**src/hw/rtl/mf5_fifo.sv**
```systemverilog
// Small show-ahead synchronous queue built from registers.
module mf5_fifo #(
  parameter int WIDTH = 8,
  parameter int DEPTH = 4
) (
  input  logic                       clk,
  input  logic                       rst,
  input  logic                       push,
  input  logic                       pop,
  input  logic [WIDTH-1:0]           wdata,
  output logic [WIDTH-1:0]           rdata,
  output logic                       full,
  output logic                       empty,
  output logic [$clog2(DEPTH+1)-1:0] count
);
  localparam int PW = (DEPTH > 1) ? $clog2(DEPTH) : 1;
  localparam int CW = $clog2(DEPTH + 1);

  logic [WIDTH-1:0] slots [DEPTH];
  logic [PW-1:0]    wr_ptr;
  logic [PW-1:0]    rd_ptr;

  assign full  = (count == CW'(DEPTH));
  assign empty = (count == '0);
  assign rdata = slots[rd_ptr];

  always_ff @(posedge clk) begin
    if (push) begin
      slots[wr_ptr] <= wdata;
    end
  end

  always_ff @(posedge clk) begin
    if (rst) begin
      wr_ptr <= '0;
      rd_ptr <= '0;
      count  <= '0;
    end else begin
      if (push) begin
        wr_ptr <= (wr_ptr == PW'(DEPTH - 1)) ? '0 : wr_ptr + 1'b1;
      end
      if (pop) begin
        rd_ptr <= (rd_ptr == PW'(DEPTH - 1)) ? '0 : rd_ptr + 1'b1;
      end
      if (push && !pop) begin
        count <= count + 1'b1;
      end else if (pop && !push) begin
        count <= count - 1'b1;
      end
    end
  end
endmodule

```
**config.mk**
```make
export PLATFORM = sky130hd
export DESIGN_NAME = mf5_fifo
export DESIGN_NICKNAME = d
export VERILOG_FILES = /design/src/hw/rtl/mf5_fifo.sv
export SDC_FILE = /design/constraint.sdc
export NUM_CORES = 1
export LEC_CHECK = 0
export ABC_AREA = 1
export CAP_MARGIN = 30
export CORE_MARGIN = 5
export CORE_UTILIZATION = 55
export DETAILED_ROUTE_END_ITERATION = 16
export DONT_BUFFER_PORTS = 1
export GPL_ROUTABILITY_DRIVEN = 0
export PLACE_DENSITY_LB_ADDON = 0.25
export RECOVER_POWER = 50
export REMOVE_ABC_BUFFERS = 1
export SYNTH_ARGS = -nofsm -noshare
export SYNTH_HDL_FRONTEND = slang
export SYNTH_SLANG_ARGS = --single-unit
```
**constraint.sdc**
```tcl
create_clock -name clk -period 1.5 [get_ports clk]
set_input_delay 0.075 -clock clk [delete_from_list [all_inputs] [get_ports clk]]
set_output_delay 0.075 -clock clk [all_outputs]
set_load 0.02 [all_outputs]
```
==> results of run 1 <==
-- worst reg2reg max path, cell delays in order, from the launching register on --
cell and delay, ns:
dfxtp_1 0.37, inv_1 0.09, ha_1 0.14, nand2_1 0.05, inv_1 0.26
-- power breakdown --
part	internal (mW)	switching [mW]
logic	0.160	0.228
registers	1.29	0.0459
clock network	0.232	0.327
total	1.68	0.601
-- sequential cells by signal (all words and copies together) (netlist names), named ones only --
register	count
wr_ptr	2
rd_ptr	2
count	3
slots	32
-- repair_timing --
item	in CTS	in global routing
gates cloned	0	1
pin swaps	0	1
hold buffers	11	0
resized for setup	3	8
hold endpoints to repair	41	0
setup buffers	0	1
setup endpoints to repair	8	10
-- synthesized netlist by cell type --
library cell   n
edfxtp_1      32
nor2_1        22
inv_1         15
o21ai_0       15
dfxtp_1        9
nand2_1        8
o22ai_1        8
ha_1           6
nor3_1         4
a21oi_1        3
buf_6          2
nor2_2         2
o21ai_1        2
o21ai_2        2
fa_1           1
inv_2          1
nand3_1        1
nand4_1        1
xor2_1         1
-- metal layers --
layer	up-vias	wire, um	track usage, %
met4	0	71	8.71
met2	31	1620	27.6
li1	537	-	-
met1	546	1240	17.6
met5	-	0	0
met3	8	117	3.97
-- cell families after synthesis --
logic type,share of synthesized area [%]
xor gates and xnor gates,0.530
buffers and inverters,5.00
adders and majority gates,5.76
DFF,69.1
and+or+nand+nor,9.47
AOI/OAI and AO/OA,10.2
-- final cells by class --
| type | count | area [sq um] |
|---|---|---|
| clock buffers | 8 | 58.8 |
| fillers | 205 | 865 |
| inverters | 16 | 65.1 |
| multi-input cells | 76 | 430 |
| flip-flops and latches | 41 | 1150 |
| well taps | 31 | 38.8 |
| repair buffers | 26 | 224 |
-- path summary, 6_finish.rpt --
path | startpoint | endpoint | slack (ns) | cells past startpoint
min | push | count[0] | 0.09 | 3
min reg2reg | wr_ptr[1] | wr_ptr[1] | 0.54 | 2
max | pop | count[2] | 0.09 | 11
max reg2reg | wr_ptr[0] | slots[2][4] | 0.26 | 4
==> impl_metrics.tcl, run 1 <==
set metrics [dict create \
    grt_usage_pct 15.8 \
    place_ws_ns 0.257 \
    avgSynthCellArea_sq_um 12.2 \
    fin_crit_ns 1.41 \
    dp_hpwl_um 2070 \
    fin_cells 198 \
    rsz0062_at_grt "no" \
    cpMostUsedCell "inv_1" \
    postRouteWirelength_um 3050 \
    worstPathArrival_ns 1.65 \
    postPlaceCellArea_sq_mm 0.00177 \
    syn2layout_area_growth_pct 18.9 \
    antenna_left 0 \
    synthTopCellsByArea "edfxtp_1 (58%), dfxtp_1 (11%), nor2_1 (5.0%)" \
    io_buffers 0 \
    firstDrtPassIters 4 \
    drive_gt1_share_pct 19.2 \
    hold_path_class "input pin to register" \
    status "finished, final reports clean" \
    cts-root-buf "clkbuf_4" \
    cts_tree "built" \
    slowest_delay_ns 0.57 \
    syn_area_sq_mm 0.00165 \
    layout_common_cells "edfxtp_1 (32), nor2_1 (22), o21ai_0 (15)" \
    vdd_ir_drop_max_uv 874 \
    final_common_cell "edfxtp_1" \
    total_power_mw 2.28 \
    ys_seq_area_share_pct 69.1 \
    holdWs_ns 0.0882 \
    layout.nets 185 \
    critPathSlowestCell "dlygate4sd3_1" \
    synth_cells 135 \
    routed_via_density 5.67 \
    ys_ff_latch 41 \
    clkLatencyLatePin_ns 0.34 \
    die_h_um 64.8 \
    n_antenna_cell 0 \
    cp_num_buf_inv 5 \
    numCtsBuffers 5 \
    first_iter_violations 74 \
    setup-violations-final 0 \
    rows 19 \
    synth_top_area_share_pct 58.2 \
    vias 1122 \
    tightest_slew_ns 0.353 \
    ys_warn_count 0 \
    cts.htree.levels 2 \
    cts.sinks 41 \
    pwr_density_cell_mw_per_mm2 1160 \
    antenna_found_initial 0 \
    wl_per_cell_um 15.4 \
    ios 25 \
    utilization_pct 69.4 \
    setup_ws_ns 0.0914 \
    dieArea_sq_mm 0.00420 \
    cp_top_family "buffers and inverters" \
    period_share_pct 93.9 \
    grt_max_degree 17 \
    start_util_pct 58.4 \
    cts.clk_slew.worst_paths_ns 0.11 \
    cp_cell_sequence "dlygate4sd3_1, inv_2, ha_1, inv_1, fa_2, inv_1, nand2_1, nand3_1, nand2_1, inv_1, nor2_1" \
    grt_overflow_total 0 \
    end_kind "register" \
    drc 0 \
    grt_pass1_vias 1141 \
    core_sq_mm 0.00283 \
    placedCellCount 177 \
    grt_pass1_wl_um 5000 \
    maxCapViolCount 0 \
    synth_top_area_cell "edfxtp_1" \
    stdcell_area_sq_mm 0.00196 \
    start_kind "input pin" \
    tns_ns 0 \
    relSlewSlack_pct 76.5 \
    netlist-cell-type-count 19 \
    power.leakage_nw 0.780 \
    clk_path_buf_depth 2 \
    finalHoldViolCount 0 \
    required_ns 1.74 \
    die_width_um 64.8 \
    fin_skew_ns 0.0159 \
    crit_type "input pin to register" \
    finalMaxSlewViolations 0 \
    cp_max_fo 4 \
    fmax_mhz 710 \
]
(Power assumes the default switching activity.)
==> inputs of run 2 (changes only) <==
--- a/config.mk
+++ b/config.mk
@@ -12,7 +12,7 @@
 export DETAILED_ROUTE_END_ITERATION = 16
 export DONT_BUFFER_PORTS = 1
 export GPL_ROUTABILITY_DRIVEN = 0
-export PLACE_DENSITY_LB_ADDON = 0.25
+export PLACE_DENSITY = 0.7
 export RECOVER_POWER = 50
 export REMOVE_ABC_BUFFERS = 1
 export SYNTH_ARGS = -nofsm -noshare
==> impl_metrics.tcl, run 2 (synthesis results as in run 1) <==
set metrics [dict create \
    status "finished, final reports clean" \
    drive_gt1_share_pct 16.2 \
    start_kind "register" \
    largest_reg_flops 32 \
    grt_usage_pct 15.7 \
    p_sw_share_pct 25.8 \
    rows 19 \
    cts.clk_slew.worst_paths_ns 0.11 \
    clk_path_buf_depth 2 \
    numCtsBuffers 5 \
    nFillCells 207 \
    antenna_found_initial 0 \
    period_share_pct 92.9 \
    grt_overflow_total 0 \
    core_sq_mm 0.00283 \
    n_antenna_cell 0 \
    dieArea_sq_mm 0.00420 \
    critPathSlowestCell "dfxtp_4" \
    drc 0 \
    layout_common_cells "edfxtp_1 (32), nor2_1 (22), o21ai_0 (15)" \
    grt_pass1_wl_um 4920 \
    pwr_density_cell_mw_per_mm2 1150 \
    cp_max_fo 12 \
    start_util_pct 58.4 \
    grt_max_degree 17 \
    die_width_um 64.8 \
    holdWs_ns 0.0367 \
    clkLatencyLatePin_ns 0.33 \
    clkPwrFrac_pct 24.0 \
    cts.htree.levels 2 \
    wl_per_cell_um 14.7 \
    layout.nets 185 \
    grt_pass1_vias 1117 \
    relSlewSlack_pct 75.7 \
    finalMaxSlewViolations 0 \
    pwr-share-seq_pct 58.8 \
    firstDrtPassIters 4 \
    ios 25 \
    reg_top3 "slots x32, count x3" \
    io_buffers 0 \
    tns_ns 0 \
    fmax_mhz 717 \
    multi_input_area_sq_um 428 \
    required_ns 1.42 \
    postRouteWirelength_um 2910 \
    first_iter_violations 52 \
    setup-violations-final 0 \
    tightest_slew_ns 0.364 \
    switching_power_mw 0.584 \
    dp_hpwl_um 2040 \
    internal-power_mw 1.68 \
    routed_via_density 5.33 \
    finalHoldViolCount 0 \
    total_power_mw 2.26 \
    syn2layout_area_growth_pct 18.9 \
    power.leakage_nw 0.778 \
    antenna_left 0 \
    utilization_pct 69.4 \
    comb_power_share_pct 17.1 \
    final_common_cell "edfxtp_1" \
    die_h_um 64.8 \
    vdd_ir_drop_max_uv 736 \
    slowest_delay_ns 0.40 \
    cp_cell_sequence "buf_6, o21ai_0, o22ai_1, buf_4" \
    fin_skew_ns 0.0126 \
    cp_top_family "flip-flops" \
    maxCapViolCount 0 \
    largest_register "slots" \
    crit_type "register to output pin" \
    cts-root-buf "clkbuf_4" \
    end_kind "output pin" \
    rsz0062_at_grt "no" \
    worstPathArrival_ns 1.32 \
    seqCellArea_sq_mm 0.00115 \
    vias 1055 \
    cts.sinks 41 \
    cts_tree "built" \
    fin_crit_ns 1.39 \
    cp_num_buf_inv 2 \
    hold_path_class "input pin to register" \
]
==> run 2: layer usage <==
layer	vias up	routed length [um]	global-route usage, %
met5	-	0	0
met4	0	38	6.60
met3	6	168	6.91
met2	23	1520	27.2
met1	490	1180	16.5
li1	536	-	-
==> run 2: final cells by class <==
class,instances,area share (%)
timing repair buffer,26,11.5
multi-input combinational,76,21.8
tap,31,1.97
inverter,16,3.44
clock buffer,8,2.99
sequential,41,58.3
==> run 2: final timing paths <==
check	start	endpoint	slack (ns)	depth (start not counted)
setup / recovery	register	rdata[7]	0.11	4
hold / removal	pop	register	0.04	3
setup reg to reg	wr_ptr[1]	slots[1][4]	0.25	4
hold reg to reg	rd_ptr[0]	register	0.55	2
==> run 2: per-stage QoR <==
step / setup slack, ns / area [sq um] / cells
floorplan: 0.255 / 1630 / 133
finish: 0.106 / 1960 / 198
global placement: 0.287 / 1770 / 177
global route: 0.0106 / 1960 / 198
detailed placement: 0.219 / 1770 / 177
CTS: 0.00912 / 1950 / 197
==> run 2: power by group through the flow <==
stage	combinational [mW]	clock, mW	sequential [mW]
2_1_floorplan	0.204	0	1.37
3_3_place_gp	0.335	0	1.35
3_5_place_dp	0.351	0	1.36
4_1_cts	0.387	0.555	1.33
5_1_grt	0.424	0.623	1.34
6_report	0.387	0.543	1.33
==> run 2: what timing repair did <==
action | 4_1_cts | 5_1_grt
hold buffers | 12 | 0
resized for setup | 2 | 7
buffers inserted | 0 | 1
hold endpoints to repair | 41 | 0
setup endpoints to repair | 8 | 8
==> run 2: worst min-delay path, delay by kind of cell <==
| kind | cells | cell delay [ns] |
|---|---|---|
| AO/OA/AOI/OAI | 1 | 0.15 |
| buffers and inverters | 1 | 0.06 |
| AND/OR/NAND/NOR | 1 | 0.06 |
